[config.mk]
export PLATFORM = sky130hd
export DESIGN_NAME = rct_cmd_queue
export DESIGN_NICKNAME = d
export VERILOG_FILES = /design/src/hw/rtl/rct_pkg.sv /design/src/hw/rtl/rct_cmd_queue.sv
export SDC_FILE = /design/constraint.sdc
export NUM_CORES = 1
export LEC_CHECK = 0
export BUFFER_PORTS_ARGS = -buffer_cell sky130_fd_sc_hd__buf_4
export CAP_MARGIN = 30
export CORE_ASPECT_RATIO = 1.1
export CORE_UTILIZATION = 45
export DETAILED_ROUTE_END_ITERATION = 12
export PLACE_DENSITY = 0.71
export SLEW_MARGIN = 15
export SYNTH_ARGS = -nofsm -noshare
export SYNTH_HDL_FRONTEND = slang
export SYNTH_SLANG_ARGS = --single-unit
[constraint.sdc]
create_clock -name clock -period 1.65 [get_ports clock]
set_clock_uncertainty 0.1 [all_clocks]
set_input_delay 0.2475 -clock clock [delete_from_list [all_inputs] [get_ports clock]]
set_output_delay 0.2475 -clock clock [all_outputs]
set_load 0.1 [all_outputs]
[src/hw/rtl/rct_pkg.sv]
// ----------------------------------------------------------------------------
// rct_pkg
// Shared types, constants and helpers for the RANSAC consensus tracker.
// ----------------------------------------------------------------------------
package rct_pkg;

   localparam int MAX_POINTS      = 1024;
   localparam int MAX_SAMPLE_SIZE = 8;

   // point index / count width, mask word count and word address width
   localparam int NW         = $clog2(MAX_POINTS + 1);
   localparam int MASK_WORDS = (MAX_POINTS + 31) / 32;
   localparam int WA_W       = (MASK_WORDS > 1) ? $clog2(MASK_WORDS) : 1;
   localparam int SW         = $clog2(MAX_SAMPLE_SIZE + 1);

   // csr reset values
   localparam logic [31:0] DIST_THR_RST   = 32'd65536;
   localparam logic [10:0] POINT_CNT_RST  = 11'd1024;
   localparam logic [3:0]  SAMPLE_RST     = 4'd4;
   localparam logic [15:0] TRIAL_CAP_RST  = 16'd1000;
   localparam logic [31:0] MISS_PROB_RST  = 32'd42949673;

   typedef enum logic [2:0] {
      CSR_DIST_THR    = 3'd0,
      CSR_POINT_COUNT = 3'd1,
      CSR_SAMPLE_SIZE = 3'd2,
      CSR_TRIAL_CAP   = 3'd3,
      CSR_MISS_PROB   = 3'd4
   } csr_index_type;

   typedef enum logic [2:0] {
      ST_IDLE, ST_DIV, ST_POW, ST_SRCH, ST_FIN, ST_SUM, ST_RD, ST_WORD
   } back_state_type;

   typedef struct packed {
      logic [31:0] distance_threshold;
      logic [10:0] point_count;
      logic [3:0]  sample_size;
      logic [15:0] trial_cap;
      logic [31:0] miss_probability;
   } cfg_type;

   typedef struct packed {
      logic [31:0] distance;
      logic        last_point;
      logic        new_estimation;
   } req_type;

   typedef struct packed {
      logic        item_kind;
      logic [10:0] inlier_count;
      logic [10:0] best_count;
      logic [15:0] trials_done;
      logic [15:0] trial_limit;
      logic        stop;
      logic [31:0] mask_word;
      logic        last_of_run;
   } rsp_type;

   // trial close command, front to back
   typedef struct packed {
      logic [NW-1:0] trial_count;
      logic [NW-1:0] best_total;
   } cmd_type;

   // front to back control
   typedef struct packed {
      logic fresh;
   } ctl_type;

   function automatic logic [NW-1:0] eff_points(input logic [10:0] pc);
      logic [NW-1:0] n;
      if (pc == 11'd0) n = NW'(1);
      else if (32'(pc) > MAX_POINTS) n = NW'(MAX_POINTS);
      else n = NW'(pc);
      return n;
   endfunction

   function automatic logic [SW-1:0] eff_sample(input logic [3:0] s);
      logic [SW-1:0] r;
      if (s == 4'd0) r = SW'(1);
      else if (32'(s) > MAX_SAMPLE_SIZE) r = SW'(MAX_SAMPLE_SIZE);
      else r = SW'(s);
      return r;
   endfunction

endpackage

[src/hw/rtl/rct_cmd_queue.sv]
// ----------------------------------------------------------------------------
// rct_cmd_queue
// Two-entry queue of trial close commands between front and back.
// ----------------------------------------------------------------------------
module rct_cmd_queue import rct_pkg::*; (
   input  logic    clock,
   input  logic    reset,
   input  logic    push,
   input  cmd_type push_data,
   input  logic    pop,
   output cmd_type pop_data,
   output logic    empty
);

   cmd_type    ent_ff [2];
   logic       wp_ff, wp_in;
   logic       rp_ff, rp_in;
   logic [1:0] cnt_ff, cnt_in;
   logic       do_push, do_pop;

   assign empty   = (cnt_ff == 2'd0);
   assign do_push = push && (cnt_ff != 2'd2);
   assign do_pop  = pop && !empty;
   assign pop_data = ent_ff[rp_ff];

   always_comb begin
      wp_in  = wp_ff ^ do_push;
      rp_in  = rp_ff ^ do_pop;
      cnt_in = cnt_ff + 2'(do_push) - 2'(do_pop);
   end

   always_ff @(posedge clock) begin
      if (reset) begin
         wp_ff  <= 1'b0;
         rp_ff  <= 1'b0;
         cnt_ff <= 2'd0;
      end else begin
         wp_ff  <= wp_in;
         rp_ff  <= rp_in;
         cnt_ff <= cnt_in;
      end
   end

   always_ff @(posedge clock) begin
      if (do_push) ent_ff[wp_ff] <= push_data;
   end

endmodule

==> flow_metrics.py <==
metrics = {
    "setup_path": {
        "timing.rr.end": "cnt_ff[1]",
        "worstSetupEndpointType": "primary output",
        "crit_family": "flip-flops",
        "r2r-start": "cnt_ff[1]",
        "critPathMaxFanout": 5,
        "cp-start-kind": "register",
        "critical_path_arrival_ns": 1.36,
        "cp.depth": 3,
        "ff2ff_path_depth": 6,
        "slowest_stage": "dfxtp_4",
        "r2r_slack_ns": 0.12,
        "path_class": "register to primary output",
        "worstPathCellList": "clkbuf_16, mux2_4, buf_12",
        "slowest_delay_ns": 0.41,
        "critPathBufInv": 2,
        "cp.required_ns": 1.30,
    },
    "sta": {
        "max_slew_margin_pct": 79.28,
        "rsz0062_at_grt": "yes",
        "finalSetupViolCount": 22,
        "hold_slack_ns": 0.02815,
        "fin_crit_sh_pct": 103.3,
        "max_freq_mhz": 586.6,
        "worst_pin_slew_ns": 0.3065,
        "hold_viol": 0,
        "fin_ws_ns": -0.05461,
        "min_period_ns": 1.705,
        "slew_violations": 0,
    },
    "yosys": {
        "syn_avg_cell_area_um2": 19.23,
        "synth.distinct_cells": 21,
        "synth_nets": 122,
        "yosysSeqAreaShare_pct": 77.51,
        "netlist_instances": 94,
        "yosys.area.top_type_share_pct": 73.08,
        "synth_area_leaders": "edfxtp_1, mux2_2, dfxtp_1",
        "yosys_warnings": 0,
        "yosys.area.top_type": "edfxtp_1",
        "syn_area_um2": 1808,
        "ys_seq_elements": 48,
    },
    "hold_path": {
        "hold_path_class": "input port to register",
        "holdPathEnd": "ent_ff[1][2]",
        "min_from": "push_data[2]",
        "whs_path_depth": 1,
    },
    "final_layout": {
        "num-nets-final": 186,
        "final_common_cell": "edfxtp_1",
        "n_fill_cell": 219,
        "instances_no_fill": 209,
        "finalInstanceArea_um2": 2840,
        "area_growth_pct": 57.09,
        "layout-drive-gt1-share_pct": 59.75,
        "layout_common_cells": "edfxtp_1, buf_4, buf_12, mux2_4, clkbuf_8",
        "diodes": 0,
    },
    "clock_network": {
        "cts_max_level": 2,
        "clockBufferDepth": 2,
        "cts.sinks": 48,
        "clk_latency_ns": 0.29,
        "cts-root-buf": "clkbuf_8",
        "cts_tree": "built",
        "clkTransAtPathRegs_ns": 0.10,
        "numCtsBuffers": 5,
        "ctsHoldBuffers": 0,
    },
    "flow_run": {
        "maxCapViolations": 0,
    },
    "global_route": {
        "grt_pass1_wl_um": 4968,
        "top_usage_layer": "met2",
        "grt_max_degree": 16,
        "track_usage_pct": 16.28,
        "groute.layer.met1.usage_pct": 18.09,
        "grt-ovfl-total": 0,
        "grt_pass1_vias": 1050,
        "antenna_found_initial": 0,
        "use_met2_pct": 28.40,
        "use_met3_pct": 5.667,
    },
    "run_status": {
        "outcome": "finished with violations",
        "violations": "setup timing",
    },
    "detailed_routing": {
        "wl_um": 3637,
        "viasPerCell": 5.010,
        "initialDrtViolationCount": 51,
        "drt_pass1_iterations": 4,
        "wl_per_cell_um": 17.40,
        "ant_nets": 0,
        "vias": 1047,
        "drc": 0,
    },
    "placed_design": {
        "dp.cells": 198,
        "post_dp_cell_area_um2": 2325,
        "port_buffers": 48,
        "dp_hpwl_um": 2121,
        "gp_congestion": 0.6555,
    },
    "power_and_ir_drop": {
        "ir_drop_v": 0.001068,
        "p_leak_nw": 1.112,
        "powerDensity_nw_per_um2": 1701,
        "total_power_mw": 4.833,
    },
    "floorplanning": {
        "rows": 23,
        "core_region_area_um2": 3741,
        "dieArea_um2": 4276,
        "die_height_um": 68.48,
        "die_w_um": 62.44,
        "io_pins": 49,
        "initial_utilization_pct": 48.33,
    },
}
cells in the mapped netlist:
library cell and number:
nor4_1 1, nor3_1 1, o21ai_0 2, mux2_2 16, mux2_1 6, and2_1 1, nor4bb_2 1, nand3_1 1
a21boi_0 1, buf_2 2, o31a_1 1, nor2b_1 2, o21bai_1 1, and3_1 1, ha_1 2, edfxtp_1 44
dfxtp_1 4, nor2_1 3, a21oi_1 1, inv_1 2, xor2_1 1
where the power goes:
part	switching, mW	internal [mW]
clock	0.379	0.293
combinational	1.56	1.03
sequential	0.0696	1.51
total	2.01	2.83
final cells by class:
cell class	instances	area (um^2)	area share [%]
sequential	48	1406	49.52
timing repair buffer	59	795.8	28.02
multi-input combinational	42	480.5	16.92
clock buffer	5	68.82	2.423
tap	50	62.56	2.203
clock inverter	3	18.77	0.6608
inverter	2	7.507	0.2643
timing repair:
item / CTS / global route
setup endpoints to repair: 22 / 38
cloned: 1 / 1
resized for setup: 54 / 46
setup buffers: 1 / 0
pin swaps: 0 / 0
worst max-delay path by stage:
stage                         start  slack, ns             to
final                         rp_ff      -0.05   pop_data[15]
after global placement    cnt_ff[1]       0.11  ent_ff[0][17]
after CTS                     rp_ff      -0.07   pop_data[19]
after floorplan           cnt_ff[0]       0.09   ent_ff[0][0]
after global routing          rp_ff       -0.1   pop_data[15]
after detailed placement  cnt_ff[1]       0.03      cnt_ff[1]
worst reg2reg max path: cells and delay by family (launching register included):
family | cells | cell delay [ns]
AOI/OAI and AO/OA | 2 | 0.21
and+or+nand+nor | 3 | 0.55
DFF | 1 | 0.36
adders and majority gates | 1 | 0.20
logic make-up after synthesis:
group,count (synthesis),synth area share [%]
xor gates and xnor gates,1,0.4845
muxes,22,13.70
and+or+nand+nor,11,3.806
buffers and inverters,4,0.9690
DFF,48,77.51
AOI/OAI and AO/OA,6,2.145
adders and majority gates,2,1.384
registers in the layout (all words and copies together), names as in the netlist:
| name | count |
|---|---|
| cnt_ff | 2 |
| rp_ff | 1 |
| ent_ff | 44 |
| wp_ff | 1 |
through the flow:
stage          util, %  setup TNS (ns)  setup WS [ns]
2_1_floorplan        -               0        0.08517
3_3_place_gp     62.14               0         0.1147
3_5_place_dp     62.14               0        0.03164
4_1_cts          70.37         -0.8802       -0.06797
5_1_grt          75.92          -1.935       -0.09571
6_report         75.92         -0.8909       -0.05461
routing by layer:
metal	routed length, um	vias up
met5	0	-
met4	36	0
met3	182	4
met2	1937	36
met1	1481	513
li1	-	494
(Power assumes the default switching activity.)
