===== src/hw/rtl/rct_pkg.sv =====
// ----------------------------------------------------------------------------
// rct_pkg
// Shared types, constants and helpers for the RANSAC consensus tracker.
// ----------------------------------------------------------------------------
package rct_pkg;

   localparam int MAX_POINTS      = 1024;
   localparam int MAX_SAMPLE_SIZE = 8;

   // point index / count width, mask word count and word address width
   localparam int NW         = $clog2(MAX_POINTS + 1);
   localparam int MASK_WORDS = (MAX_POINTS + 31) / 32;
   localparam int WA_W       = (MASK_WORDS > 1) ? $clog2(MASK_WORDS) : 1;
   localparam int SW         = $clog2(MAX_SAMPLE_SIZE + 1);

   // csr reset values
   localparam logic [31:0] DIST_THR_RST   = 32'd65536;
   localparam logic [10:0] POINT_CNT_RST  = 11'd1024;
   localparam logic [3:0]  SAMPLE_RST     = 4'd4;
   localparam logic [15:0] TRIAL_CAP_RST  = 16'd1000;
   localparam logic [31:0] MISS_PROB_RST  = 32'd42949673;

   typedef enum logic [2:0] {
      CSR_DIST_THR    = 3'd0,
      CSR_POINT_COUNT = 3'd1,
      CSR_SAMPLE_SIZE = 3'd2,
      CSR_TRIAL_CAP   = 3'd3,
      CSR_MISS_PROB   = 3'd4
   } csr_index_type;

   typedef enum logic [2:0] {
      ST_IDLE, ST_DIV, ST_POW, ST_SRCH, ST_FIN, ST_SUM, ST_RD, ST_WORD
   } back_state_type;

   typedef struct packed {
      logic [31:0] distance_threshold;
      logic [10:0] point_count;
      logic [3:0]  sample_size;
      logic [15:0] trial_cap;
      logic [31:0] miss_probability;
   } cfg_type;

   typedef struct packed {
      logic [31:0] distance;
      logic        last_point;
      logic        new_estimation;
   } req_type;

   typedef struct packed {
      logic        item_kind;
      logic [10:0] inlier_count;
      logic [10:0] best_count;
      logic [15:0] trials_done;
      logic [15:0] trial_limit;
      logic        stop;
      logic [31:0] mask_word;
      logic        last_of_run;
   } rsp_type;

   // trial close command, front to back
   typedef struct packed {
      logic [NW-1:0] trial_count;
      logic [NW-1:0] best_total;
   } cmd_type;

   // front to back control
   typedef struct packed {
      logic fresh;
   } ctl_type;

   function automatic logic [NW-1:0] eff_points(input logic [10:0] pc);
      logic [NW-1:0] n;
      if (pc == 11'd0) n = NW'(1);
      else if (32'(pc) > MAX_POINTS) n = NW'(MAX_POINTS);
      else n = NW'(pc);
      return n;
   endfunction

   function automatic logic [SW-1:0] eff_sample(input logic [3:0] s);
      logic [SW-1:0] r;
      if (s == 4'd0) r = SW'(1);
      else if (32'(s) > MAX_SAMPLE_SIZE) r = SW'(MAX_SAMPLE_SIZE);
      else r = SW'(s);
      return r;
   endfunction

endpackage


===== src/hw/rtl/rct_front.sv =====
// ----------------------------------------------------------------------------
// rct_front
// Classifies distances, builds the trial mask, tracks best count and banks.
// ----------------------------------------------------------------------------
module rct_front import rct_pkg::*; (
   input  logic            clock,
   input  logic            reset,
   input  cfg_type         cfg,
   input  logic            req_push,
   input  req_type         req_data,
   output logic            req_full,
   input  logic            back_pending,
   output logic            cmd_push,
   output cmd_type         cmd_data,
   output ctl_type         ctl,
   input  logic [WA_W-1:0] rd_addr,
   output logic [31:0]     rd_word
);

   localparam int DEPTH = 2 ** (WA_W + 1);

   // two mask banks; bank_ff holds the trial in progress, the other the best
   logic [31:0]                 mem [DEPTH];
   logic [1:0][MASK_WORDS-1:0]  vld_ff, vld_in;
   logic                        bank_ff, bank_in;
   logic [NW-1:0]               idx_ff, idx_in;
   logic [NW-1:0]               tot_ff, tot_in;
   logic [NW-1:0]               best_ff, best_in;
   logic [31:0]                 acc_ff, acc_in;
   logic [31:0]                 rd_data_ff;
   logic                        rd_vld_ff;

   logic          accept, fresh, take, inl, better;
   logic [NW-1:0] n, idx_base, tot_base, best_base, tot_next;
   logic [4:0]    bitpos;
   logic [WA_W-1:0] waddr;

   assign req_full    = back_pending;
   assign accept      = req_push && !req_full;
   assign fresh       = accept && req_data.new_estimation;
   assign ctl.fresh   = fresh;

   always_comb begin
      n         = eff_points(cfg.point_count);
      idx_base  = req_data.new_estimation ? '0 : idx_ff;
      tot_base  = req_data.new_estimation ? '0 : tot_ff;
      best_base = req_data.new_estimation ? '0 : best_ff;
      take      = idx_base < n;
      inl       = take && (req_data.distance < cfg.distance_threshold);
      bitpos    = idx_base[4:0];
      waddr     = WA_W'(idx_base >> 5);
      acc_in    = ((bitpos == 5'd0) ? 32'd0 : acc_ff) | (32'(inl) << bitpos);
      tot_next  = tot_base + NW'(inl);
      better    = tot_next > best_base;

      idx_in  = idx_ff;
      tot_in  = tot_ff;
      best_in = best_ff;
      bank_in = bank_ff;
      vld_in  = vld_ff;
      if (accept) begin
         if (req_data.new_estimation) vld_in = '0;
         if (take) vld_in[bank_ff][waddr] = 1'b1;
         idx_in  = idx_base + NW'(take);
         tot_in  = tot_next;
         best_in = best_base;
         if (req_data.last_point) begin
            idx_in = '0;
            tot_in = '0;
            if (better) begin
               best_in = tot_next;
               bank_in = !bank_ff;
            end
            vld_in[bank_in] = '0;
         end
      end

      cmd_push             = accept && req_data.last_point;
      cmd_data.trial_count = tot_next;
      cmd_data.best_total  = better ? tot_next : best_base;
   end

   always_ff @(posedge clock) begin
      if (reset) begin
         idx_ff  <= '0;
         tot_ff  <= '0;
         best_ff <= '0;
         bank_ff <= 1'b0;
         vld_ff  <= '0;
      end else begin
         idx_ff  <= idx_in;
         tot_ff  <= tot_in;
         best_ff <= best_in;
         bank_ff <= bank_in;
         vld_ff  <= vld_in;
      end
   end

   always_ff @(posedge clock) begin
      if (accept) acc_ff <= acc_in;
      if (accept && take) mem[{bank_ff, waddr}] <= acc_in;
      rd_data_ff <= mem[{!bank_ff, rd_addr}];
      rd_vld_ff  <= vld_ff[!bank_ff][rd_addr];
   end

   assign rd_word = rd_vld_ff ? rd_data_ff : 32'd0;

endmodule


===== config.mk =====
export PLATFORM = sky130hd
export DESIGN_NAME = rct_front
export DESIGN_NICKNAME = d
export VERILOG_FILES = /design/src/hw/rtl/rct_pkg.sv /design/src/hw/rtl/rct_front.sv
export SDC_FILE = /design/constraint.sdc
export NUM_CORES = 2
export LEC_CHECK = 0
export BUFFER_PORTS_ARGS = -buffer_cell sky130_fd_sc_hd__buf_2
export CORE_ASPECT_RATIO = 0.6
export CORE_UTILIZATION = 30
export CTS_CLUSTER_DIAMETER = 150
export DETAILED_ROUTE_END_ITERATION = 7
export HOLD_SLACK_MARGIN = 0.08
export REMOVE_ABC_BUFFERS = 1
export SLEW_MARGIN = 5
export SYNTH_ARGS = -nofsm -noshare
export SYNTH_HDL_FRONTEND = slang
export SYNTH_SLANG_ARGS = --single-unit

===== constraint.sdc =====
create_clock -name clock -period 13.1 [get_ports clock]
set_input_delay 0.655 -clock clock [delete_from_list [all_inputs] [get_ports clock]]
set_output_delay 0.655 -clock clock [all_outputs]
set_load 0.02 [all_outputs]

==> reports/metrics.csv <==
metric,value,unit
Total GRT Usage,0.1548,
slew margin rel.,0.1408,
YS warnings,0,
Clock Path Buffers,4,
Critical Path RT,12.44,ns
H-tree levels,4,
WS Path Type,input port to primary output,
Routed Antenna Nets,0,
reg-to-reg startpoint,idx_ff[4]$_SDFFE_PP0P_,
peak supply drop,0.0001003,V
die area,0.2892,sq mm
complex-gate fraction of the synthesized area,0.01841,
worst r2r dst,vld_ff[35]$_SDFFE_PP0P_,
gpl congestion,0.8040,
Synth Instances,3870,
crit path capture type,primary output,
Initial Util,0.3034,
Post-Synth XOR/XNOR Area,0.001526,
register area share after synthesis,0.7559,
met3 usage,0.04111,
Fmax achieved,120.1,MHz
PostCTS Resize Cnt,0,
"CTS clk-pin slew, worst paths",0.06,ns
Final Hold Slack,0.3753,ns
Critical Path Fanout Max,35,
busiest grt layer,met1,
power density of the placed cells,142.4,mW/mm^2
worst setup margin,4.771,ns
post-synth cell types,57,
Final setup viols,0,
Avg Inst Size Synth,22.25,sq um
Synth Flop Type,edfxtp_1,
fillers,26120,
Fin. Hold Viols,0,
hold_buf cts,0,
Post-CTS Setup Repair Bufs,0,
total clock sinks,2211,
area of the mapped netlist,0.08610,sq mm
"Arr. time, crit path",7.67,ns
pin count of the biggest net entering global routing,130,
die width,693.6,um
hold path startpoint,req_push,
CTS tree,done,
largest area contributor in the netlist,edfxtp_1,
Max Cap Viol,0,
P_leak,28.17,nW
outcome,"finished, final reports clean",
DIE HEIGHT,417.0,um
Reg2Reg Setup Slack,6.10,ns
First DRT Iteration DRCs,5667,
most frequent cells in the layout,"2080 x edfxtp_1, 693 x mux4_2, 203 x clkbuf_16",
Hold Crit Depth,5,
WL final,228.1,mm
post-DR vias/cell,5.218,
adder-cell share of the synthesized area,0.007702,
Post-Synth Simple-Gate Area,0.02255,
Hold Path Class,input port to flip-flop,
Clock Skew,0.04837,ns
Reg2Reg Depth,26,
Pins Over Slew Limit,0,
Pre-Repair DR Iteration Count,5,
unrepaired setup endpoints after global routing,no,
fraction of layout cells with a size suffix above 1,0.3164,
number of global-route vias before repair,41410,
CORE AREA,0.2838,sq mm
row cnt,151,
grt met1 use,0.2409,
dpl ws,4.887,ns
top post-synthesis cells by area,"edfxtp_1 73%, mux4_2 18%, dfxtp_1 3.0%, ha_1 0.77%, clkbuf_1 0.52%",
Startpoint Class,input port,
CTS buffer count,200,
hold worst-path end,tot_ff[1]$_SDFFE_PP0P_,
Yosys top cell area share,0.7254,
drt wl/cell,28.10,um
Seq cells post-synth,2211,
Root Buffer,clkbuf_16,
first-pass GRT wire length,319.8,mm
initial antenna violation count,17,
Tcrit/Tclk final,0.6358,
Worst-Skew Late Latency,0.84,ns
Ports,195,
I/O Buffers,142,
"FFs w/ async S/R, synth",0,
"commonest non-fill, non-tap cell in the layout",edfxtp_1,
DRC violations left,0,
Post-synth EDFFs,2080,
post-synthesis mux area share,0.1815,
NumNets Final,4320,
crit path time final,8.329,ns
vias post-DR,42360,
setup TNS,0,ns
Slew @ Worst Pin,1.286,ns
Layout Area Growth over Synthesis,14.91,%
M2 GR Usage,0.2175,
hpwl dp,121.9,mm
largest family of logic cells by synthesized area,multiplexers,
total grt overflow,0,
## layout make-up
type                       instances  area [sq um]  area share
sequential                      2211         65090      0.6579
multi-input combinational       1391         20780      0.2100
clock inverter                   115          1082     0.01094
clock buffer                     241          5223     0.05279
tap                             3825          4786     0.04837
antenna                            9         22.52   0.0002276
timing repair buffer             271          1755     0.01774
inverter                          54         202.7    0.002049
## critical path, cell delays in order
cell      delay [ns]
buf_2           0.08
buf_4           0.35
inv_2           0.26
nand2_2         0.37
inv_2           0.26
o41ai_1         0.42
a31oi_1         0.15
a211o_1         0.38
inv_2           0.18
nand4_1         0.12
buf_4           0.38
inv_1           0.15
ha_1            0.22
ha_1            0.24
nand4_1         0.18
nor2_1          0.29
nand3_1         0.13
xor2_1          0.16
nor2_1          0.24
ha_1            0.33
and3_1          0.19
o2111a_1        0.17
and2_1          0.25
nor2_1          0.82
nor2_1          0.09
a211oi_1        0.30
buf_2           0.22
## state kept, by name (all words and copies together) (netlist names)
name / flops
acc_ff: 32
bank_ff: 1
best_ff: 11
idx_ff: 11
mem: 2048
rd_data_ff: 32
rd_vld_ff: 1
tot_ff: 11
vld_ff: 64
## report_power, final
part | total, mW | internal, mW | switching (mW)
clock network | 5.80 | 3.23 | 2.57
logic | 0.608 | 0.235 | 0.373
registers | 7.67 | 7.67 | 0.00606
## cells by family (layout without fill, tap and decap cells)
| logic type | Yosys count | count (layout) |
|---|---|---|
| other | 0 | 9 |
| AOI/OAI and AO/OA | 219 | 219 |
| and+or+nand+nor | 409 | 409 |
| muxes | 695 | 695 |
| xor gates and xnor gates | 15 | 15 |
| DFF | 2211 | 2211 |
| adders and majority gates | 53 | 53 |
| buffers and inverters | 268 | 681 |
## Yosys cell counts (3+ instances only)
cell type,count
o21ai_0,19
edfxtp_1,2080
a21o_1,17
nand4b_1,3
nor2b_1,22
a22o_1,41
ha_1,53
xor2_1,5
dfxtp_1,131
nor3_1,26
nand2_1,98
and2_1,36
a31oi_1,8
and3_1,9
o211ai_1,3
inv_1,48
a32o_1,28
nand3_1,50
a21oi_1,31
nand4_1,12
clkbuf_1,120
buf_2,31
nor2_1,120
buf_1,59
a21oi_2,4
o21ai_1,35
nor4_1,3
or3_1,9
nand3b_1,8
a22oi_1,11
xnor2_1,10
a211o_1,4
mux4_2,693
inv_2,5
nand2b_1,7
## routing by layer
| layer | share of wire | up-vias |
|---|---|---|
| met2 | 0.43 | 2116 |
| met3 | 0.12 | 242 |
| li1 | - | 16880 |
| met5 | 0 | - |
| met1 | 0.44 | 23120 |
| met4 | 0.016 | 0 |
## worst max-delay path by stage
| stage | from | to | cells after the start |
|---|---|---|---|
| final | req_data[0] | cmd_data[6] | 27 |
| after global routing | req_data[0] | cmd_data[6] | 27 |
| after CTS | idx_ff[4]$_SDFFE_PP0P_ | cmd_data[6] | 26 |
| after detailed placement | req_data[0] | cmd_data[6] | 27 |
| after global placement | req_data[0] | cmd_data[6] | 27 |
| after floorplan | cfg[58] | cmd_data[6] | 27 |
## stage by stage
| stage | instance area (sq um) | util | total power, mW | instances |
|---|---|---|---|---|
| 3_5_place_dp | 92610 | 0.3263 | 8.438 | 7752 |
| 3_3_place_gp | 92610 | 0.3263 | 8.429 | 7752 |
| 5_1_grt | 98910 | 0.3486 | 14.47 | 8108 |
| 6_report | 98930 | 0.3486 | 14.09 | 8117 |
| 4_1_cts | 98910 | 0.3486 | 14.19 | 8108 |
| 2_1_floorplan | 85230 | - | 8.120 | 3656 |
Power figures use the tool's default switching activity.
