## src/hw/rtl/rct_pkg.sv

```systemverilog
// ----------------------------------------------------------------------------
// rct_pkg
// Shared types, constants and helpers for the RANSAC consensus tracker.
// ----------------------------------------------------------------------------
package rct_pkg;

   localparam int MAX_POINTS      = 1024;
   localparam int MAX_SAMPLE_SIZE = 8;

   // point index / count width, mask word count and word address width
   localparam int NW         = $clog2(MAX_POINTS + 1);
   localparam int MASK_WORDS = (MAX_POINTS + 31) / 32;
   localparam int WA_W       = (MASK_WORDS > 1) ? $clog2(MASK_WORDS) : 1;
   localparam int SW         = $clog2(MAX_SAMPLE_SIZE + 1);

   // csr reset values
   localparam logic [31:0] DIST_THR_RST   = 32'd65536;
   localparam logic [10:0] POINT_CNT_RST  = 11'd1024;
   localparam logic [3:0]  SAMPLE_RST     = 4'd4;
   localparam logic [15:0] TRIAL_CAP_RST  = 16'd1000;
   localparam logic [31:0] MISS_PROB_RST  = 32'd42949673;

   typedef enum logic [2:0] {
      CSR_DIST_THR    = 3'd0,
      CSR_POINT_COUNT = 3'd1,
      CSR_SAMPLE_SIZE = 3'd2,
      CSR_TRIAL_CAP   = 3'd3,
      CSR_MISS_PROB   = 3'd4
   } csr_index_type;

   typedef enum logic [2:0] {
      ST_IDLE, ST_DIV, ST_POW, ST_SRCH, ST_FIN, ST_SUM, ST_RD, ST_WORD
   } back_state_type;

   typedef struct packed {
      logic [31:0] distance_threshold;
      logic [10:0] point_count;
      logic [3:0]  sample_size;
      logic [15:0] trial_cap;
      logic [31:0] miss_probability;
   } cfg_type;

   typedef struct packed {
      logic [31:0] distance;
      logic        last_point;
      logic        new_estimation;
   } req_type;

   typedef struct packed {
      logic        item_kind;
      logic [10:0] inlier_count;
      logic [10:0] best_count;
      logic [15:0] trials_done;
      logic [15:0] trial_limit;
      logic        stop;
      logic [31:0] mask_word;
      logic        last_of_run;
   } rsp_type;

   // trial close command, front to back
   typedef struct packed {
      logic [NW-1:0] trial_count;
      logic [NW-1:0] best_total;
   } cmd_type;

   // front to back control
   typedef struct packed {
      logic fresh;
   } ctl_type;

   function automatic logic [NW-1:0] eff_points(input logic [10:0] pc);
      logic [NW-1:0] n;
      if (pc == 11'd0) n = NW'(1);
      else if (32'(pc) > MAX_POINTS) n = NW'(MAX_POINTS);
      else n = NW'(pc);
      return n;
   endfunction

   function automatic logic [SW-1:0] eff_sample(input logic [3:0] s);
      logic [SW-1:0] r;
      if (s == 4'd0) r = SW'(1);
      else if (32'(s) > MAX_SAMPLE_SIZE) r = SW'(MAX_SAMPLE_SIZE);
      else r = SW'(s);
      return r;
   endfunction

endpackage

```

## src/hw/rtl/rct_back.sv

```systemverilog
// ----------------------------------------------------------------------------
// rct_back
// Trial close: adaptive limit search, trial count, summary and mask stream.
// ----------------------------------------------------------------------------
module rct_back import rct_pkg::*; (
   input  logic            clock,
   input  logic            reset,
   input  cfg_type         cfg,
   input  ctl_type         ctl,
   input  logic            cmd_valid,
   input  cmd_type         cmd_data,
   output logic            cmd_pop,
   output logic            busy,
   output logic [WA_W-1:0] rd_addr,
   input  logic [31:0]     rd_word,
   input  logic            rsp_pop,
   output logic            rsp_empty,
   output rsp_type         rsp_data
);

   back_state_type  state_ff, state_in;
   logic [15:0]     tc_ff, tc_in;
   logic [15:0]     lim_ff, lim_in;
   logic [NW-1:0]   trial_ff, trial_in;
   logic [NW-1:0]   best_ff, best_in;
   logic [NW-1:0]   rem_ff, rem_in;
   logic [31:0]     w_ff, w_in;
   logic [31:0]     p_ff, p_in;
   logic [15:0]     cnt_ff, cnt_in;
   logic [WA_W-1:0] wi_ff, wi_in;
   rsp_type         out_ff, out_in;
   logic            out_vld_ff, out_vld_in;

   logic [NW-1:0]   n;
   logic [SW-1:0]   s;
   logic [63:0]     prod;
   logic [31:0]     hi;
   logic [NW:0]     rem2;
   logic            slot_free, stop_now;
   logic [WA_W-1:0] last_wi;
   logic [31:0]     mword;

   assign busy      = (state_ff != ST_IDLE);
   assign rd_addr   = wi_ff;
   assign rsp_empty = !out_vld_ff;
   assign rsp_data  = out_ff;

   always_ff @(posedge clock) begin
      if (reset) state_ff <= ST_IDLE;
      else       state_ff <= state_in;
   end

   always_comb begin
      n         = eff_points(cfg.point_count);
      s         = eff_sample(cfg.sample_size);
      prod      = 64'(p_ff) * 64'(w_ff);
      hi        = prod[63:32];
      rem2      = {rem_ff, 1'b0};
      slot_free = !out_vld_ff || rsp_pop;
      stop_now  = tc_ff >= lim_ff;
      last_wi   = WA_W'((n - NW'(1)) >> 5);
      mword     = rd_word;
      if ((wi_ff == last_wi) && (n[4:0] != 5'd0))
         mword = rd_word & ((32'd1 << n[4:0]) - 32'd1);

      state_in   = state_ff;
      tc_in      = tc_ff;
      lim_in     = lim_ff;
      trial_in   = trial_ff;
      best_in    = best_ff;
      rem_in     = rem_ff;
      w_in       = w_ff;
      p_in       = p_ff;
      cnt_in     = cnt_ff;
      wi_in      = wi_ff;
      out_in     = out_ff;
      out_vld_in = out_vld_ff && !rsp_pop;
      cmd_pop    = 1'b0;

      unique case (state_ff)
         ST_IDLE: begin
            if (ctl.fresh) begin
               tc_in  = '0;
               lim_in = cfg.trial_cap;
            end else if (cmd_valid) begin
               cmd_pop  = 1'b1;
               trial_in = cmd_data.trial_count;
               best_in  = cmd_data.best_total;
               rem_in   = cmd_data.best_total;
               cnt_in   = '0;
               if (cmd_data.best_total >= n) begin
                  lim_in   = '0;
                  state_in = ST_FIN;
               end else if (lim_ff == 16'd0) begin
                  state_in = ST_FIN;
               end else begin
                  state_in = ST_DIV;
               end
            end
         end
         // w = best * 2^32 / n, one quotient bit a cycle
         ST_DIV: begin
            if (rem2 >= {1'b0, n}) begin
               rem_in = NW'(rem2 - {1'b0, n});
               w_in   = {w_ff[30:0], 1'b1};
            end else begin
               rem_in = NW'(rem2);
               w_in   = {w_ff[30:0], 1'b0};
            end
            cnt_in = cnt_ff + 16'd1;
            if (cnt_ff == 16'd31) begin
               p_in     = w_in;
               cnt_in   = 16'd1;
               state_in = ST_POW;
            end
         end
         // p = w^s, truncated each step
         ST_POW: begin
            if (cnt_ff < 16'(s)) begin
               p_in   = hi;
               cnt_in = cnt_ff + 16'd1;
            end else if (p_ff == 32'd0) begin
               state_in = ST_FIN;
            end else begin
               w_in     = 32'd0 - p_ff;
               p_in     = 32'd0 - p_ff;
               cnt_in   = 16'd1;
               state_in = ST_SRCH;
            end
         end
         // r = q^N until r <= miss probability or N reaches the limit
         ST_SRCH: begin
            if ((p_ff > cfg.miss_probability) && (cnt_ff < lim_ff)) begin
               p_in   = hi;
               cnt_in = cnt_ff + 16'd1;
            end else begin
               if (cnt_ff < lim_ff) lim_in = cnt_ff;
               state_in = ST_FIN;
            end
         end
         ST_FIN: begin
            if (tc_ff != 16'hFFFF) tc_in = tc_ff + 16'd1;
            state_in = ST_SUM;
         end
         ST_SUM: begin
            if (slot_free) begin
               out_in.item_kind    = 1'b0;
               out_in.inlier_count = 11'(trial_ff);
               out_in.best_count   = 11'(best_ff);
               out_in.trials_done  = tc_ff;
               out_in.trial_limit  = lim_ff;
               out_in.stop         = stop_now;
               out_in.mask_word    = 32'd0;
               out_in.last_of_run  = !stop_now;
               out_vld_in          = 1'b1;
               wi_in               = '0;
               state_in            = stop_now ? ST_RD : ST_IDLE;
            end
         end
         ST_RD: begin
            state_in = ST_WORD;
         end
         ST_WORD: begin
            if (slot_free) begin
               out_in.item_kind   = 1'b1;
               out_in.mask_word   = mword;
               out_in.last_of_run = (wi_ff == last_wi);
               out_vld_in         = 1'b1;
               if (wi_ff == last_wi) begin
                  state_in = ST_IDLE;
               end else begin
                  wi_in    = wi_ff + WA_W'(1);
                  state_in = ST_RD;
               end
            end
         end
         default: state_in = ST_IDLE;
      endcase
   end

   always_ff @(posedge clock) begin
      if (reset) begin
         tc_ff      <= '0;
         lim_ff     <= TRIAL_CAP_RST;
         out_vld_ff <= 1'b0;
         cnt_ff     <= '0;
         wi_ff      <= '0;
      end else begin
         tc_ff      <= tc_in;
         lim_ff     <= lim_in;
         out_vld_ff <= out_vld_in;
         cnt_ff     <= cnt_in;
         wi_ff      <= wi_in;
      end
   end

   always_ff @(posedge clock) begin
      trial_ff <= trial_in;
      best_ff  <= best_in;
      rem_ff   <= rem_in;
      w_ff     <= w_in;
      p_ff     <= p_in;
      out_ff   <= out_in;
   end

endmodule

```

## config.mk

```make
export PLATFORM = sky130hd
export DESIGN_NAME = rct_back
export DESIGN_NICKNAME = d
export VERILOG_FILES = /design/src/hw/rtl/rct_pkg.sv /design/src/hw/rtl/rct_back.sv
export SDC_FILE = /design/constraint.sdc
export NUM_CORES = 2
export LEC_CHECK = 0
export ABC_CLOCK_PERIOD_IN_PS = 8750
export BUFFER_PORTS_ARGS = -buffer_cell sky130_fd_sc_hd__buf_2
export CORE_MARGIN = 2
export CORE_UTILIZATION = 27
export DETAILED_ROUTE_END_ITERATION = 10
export SETUP_SLACK_MARGIN = 0.3
export SYNTH_ARGS = -nofsm -noshare
export SYNTH_HDL_FRONTEND = slang
export SYNTH_SLANG_ARGS = --single-unit
```

## constraint.sdc

```tcl
create_clock -name clock -period 8.75 [get_ports clock]
set_input_delay 0.875 -clock clock [delete_from_list [all_inputs] [get_ports clock]]
set_output_delay 0.875 -clock clock [all_outputs]
set_load 0.1 [all_outputs]
```

==> parameters.txt <==
Parameter                              Value

Timing
  Max Clk Rate ... 0.121 GHz
  Pins over their slew limit ... 0
  Period minus WS final ... 8270 ps
  Final hold violations ... 0
  Worst-case clock skew ... 14.9 ps
  Final setup violation count ... 0
  Crit share post-route ... 94.5%
  Slew headroom ... 27.7%
  Setup repair after global routing missed its margin ... yes
  Total negative slack for setup checks ... 0 ps
  Worst-Margin Slew ... 1080 ps

Synth
  Most common flop cell mapped by yosys ... edfxtp_1
  Synthesized netlist cell count ... 4932
  Net count after synthesis ... 6335
  Leading post-synthesis cells by instance count ... inv_1, fa_1, nand2_1
  Number of synthesis warnings ... 0
  Most common cell in the synthesized netlist ... inv_1
  Leading area contributor after synthesis ... fa_1
  Synthesized cell area ... 46200 um2
  Synth cell types ... 80
  Post-synthesis async set-or-reset flop share ... 0%
  Sequential cell area fraction in the yosys report ... 14.6%
  Main area contributors after synthesis ... fa_1, edfxtp_1, ha_1, and2_1, inv_1
  Post-synthesis sequential element count ... 243
  Avg Synthesized Cell Area ... 9.37 um2
  Number of synthesized flops with an enable pin ... 186
  Post-synth top area share ... 38.8%

Critical path
  Worst EP arrival ... 8560 ps
  WP data required ... 9050 ps
  Cell repeated most along the worst path ... fa_1
  R2r setup slk ... 480 ps
  Max stage delay on crit path ... 570 ps
  CP Max Fanout ... 16
  Critical path's top delay family ... adder cells
  Critical path endpoint category ... flop
  Crit path max-delay cell type ... fa_1
  Combined buffer and inverter count along the critical path ... 7
  Nature of the critical path startpoint ... flop
  Critical path start-end classification ... flop to flop

Route
  Total Routed Length ... 134 mm
  Final antenna-violating net count ... 0
  Per-cell via count in the routed design ... 4.75
  Number of remaining DRC errors ... 0
  Iter 0 DRT Violations ... 2396
  Wire length per cell ... 18.2 um
  Count of vias placed by the detailed router ... 35000
  Pre-Repair DR Iteration Count ... 5

Clocking
  TritonCTS clock tree ... yes
  Number of clock buffers inserted by TritonCTS ... 29
  Clock latency on the worst-skew pair ... 590 ps
  Buffer type at the clock tree root ... clkbuf_16
  Hold_buf cts ... 0
  Max clock buf depth ... 3
  Clock transition at the registers of the reported paths ... 60 ps
  Clock net sink count ... 243
  CTS HTree Levels ... 1

Finish
  Area delta synth->final ... 13.2%
  Fraction of layout instances using a drive strength above 1 ... 10.9%
  Post-route insts no fill ... 7368
  Post-Layout Inst Area ... 52300 um2
  Filler cell count ... 17700
  Footprint of the multi-input gates ... 35000 um2
  Nets@finish ... 6527
  FF/Latch Area ... 6730 um2
  End-of-flow core utilization ... 30.8%

Min path
  Tightest Hold Check Type ... flop to flop

Floorplanning
  Die span in y ... 418 um
  IO Count ... 251
  Die extent in x ... 418 um
  Site row count ... 151
  Area of the die ... 175000 um2
  Initial Util ... 27.2%
  Floorplan Core Area ... 170000 um2

Placement
  Total half-perimeter wirelength after legalization and detailed placement ... 107 mm
  Placed Instance Area ... 50500 um2
  Placed Cells incl. Taps ... 7254
  RD Place Congestion ... 0.909
  Port buffer count ... 218

GRT
  Wire length of the first global-routing pass ... 214 mm
  Antenna violations before repair ... 7
  Total gr overflow ... 0
  Maximum number of pins on one net before global-route repair ... 57
  Overall track demand over capacity in global routing ... 15.5%
  Number of global-route vias before repair ... 37700

Job
  Max cap viols ... 0

Outcome
  Result of the run ... finished clean
-- flip-flops by register name, indices dropped and copies added, names as in the netlist, 11 cells and up --
name	cells
rsp_data	89
p_ff	32
cnt_ff	16
w_ff	32
trial_ff	11
best_ff	11
tc_ff	16
rem_ff	11
lim_ff	16
-- logic make-up after synthesis --
group	after synthesis	synth area share (%)
AOI/OAI and AO/OA	512	7.21
muxes	41	0.931
DFF	243	14.6
and+or+nand+nor	1569	17.3
xor gates and xnor gates	86	1.63
adders and majority gates	1249	48.4
buffers and inverters	1232	10.0
-- routing by layer --
layer  vias up  GRT usage (%)  wire length, um
li1      15600              -                -
met1     18000           20.0            55500
met2      1129           26.8            65100
met3       239           2.12             8470
met4         8           4.61             4700
met5         -              0               44
-- worst register-to-register path, stage by stage, from the launching register on --
cell and delay [ps]:
edfxtp_1 430, buf_12 190, buf_4 150, buf_4 200
and2_1 190, fa_1 530, inv_1 50, fa_1 530
inv_1 50, fa_1 480, fa_1 460, fa_1 570
fa_1 440, fa_1 550, inv_1 70, fa_1 480
inv_1 50, ha_2 390, nand4_1 240, a2111oi_4 380
o31ai_4 170, a31oi_4 310, a221oi_2 140, o31ai_2 360
a31oi_1 150, xor2_1 240, o221ai_1 180
-- path summary, 6_finish.rpt --
check / cells after the start / to / from
worst max-delay path: 26 / p_ff[27] / p_ff[15]
worst min-delay path: 0 / rsp_data[86] / trial_ff[9]
worst min register to register: 0 / rsp_data[86] / trial_ff[9]
worst max register to register: 26 / p_ff[27] / p_ff[15]
-- final cells by class --
type | instances | share of cell area (%)
tap | 2218 | 5.31
clock buffer | 37 | 1.56
clock inverter | 17 | 0.555
multi-input combinational | 3457 | 66.9
timing repair buffer | 453 | 6.10
sequential | 243 | 12.9
inverter | 940 | 6.75
antenna | 3 | 0.0144
-- placed cells by master, fill, tap and decap left out, types with 25 or more instances in the layout --
| cell type | count |
|---|---|
| inv_1 | 939 |
| fa_1 | 896 |
| nand2_1 | 602 |
| and2_1 | 594 |
| ha_1 | 351 |
| buf_2 | 218 |
| buf_4 | 204 |
| edfxtp_1 | 186 |
| a21oi_1 | 133 |
| o21ai_0 | 123 |
| nor2_1 | 114 |
| a21o_1 | 61 |
| dfxtp_1 | 57 |
| xnor2_1 | 45 |
| nand4_1 | 44 |
| nand3_1 | 41 |
| and3_1 | 41 |
| xor2_1 | 41 |
| nor3_1 | 34 |
| clkbuf_16 | 31 |
| mux2i_1 | 25 |
| buf_12 | 25 |
-- what timing repair did --
item	in CTS	in global routing
buffers inserted	23	34
endpoints found under the setup margin	6	20
resized for setup	1	18
pin swaps	0	7
-- metrics by stage --
stage	hold slack, ps	setup slack (ps)
3_3_place_gp	401	244
6_report	418	483
3_5_place_dp	405	227
5_1_grt	417	232
2_1_floorplan	400	813
4_1_cts	419	319
Power is left out: the tool's default activity adds up to more than one toggle a clock period on the data nets, which glitch-free logic cannot reach.
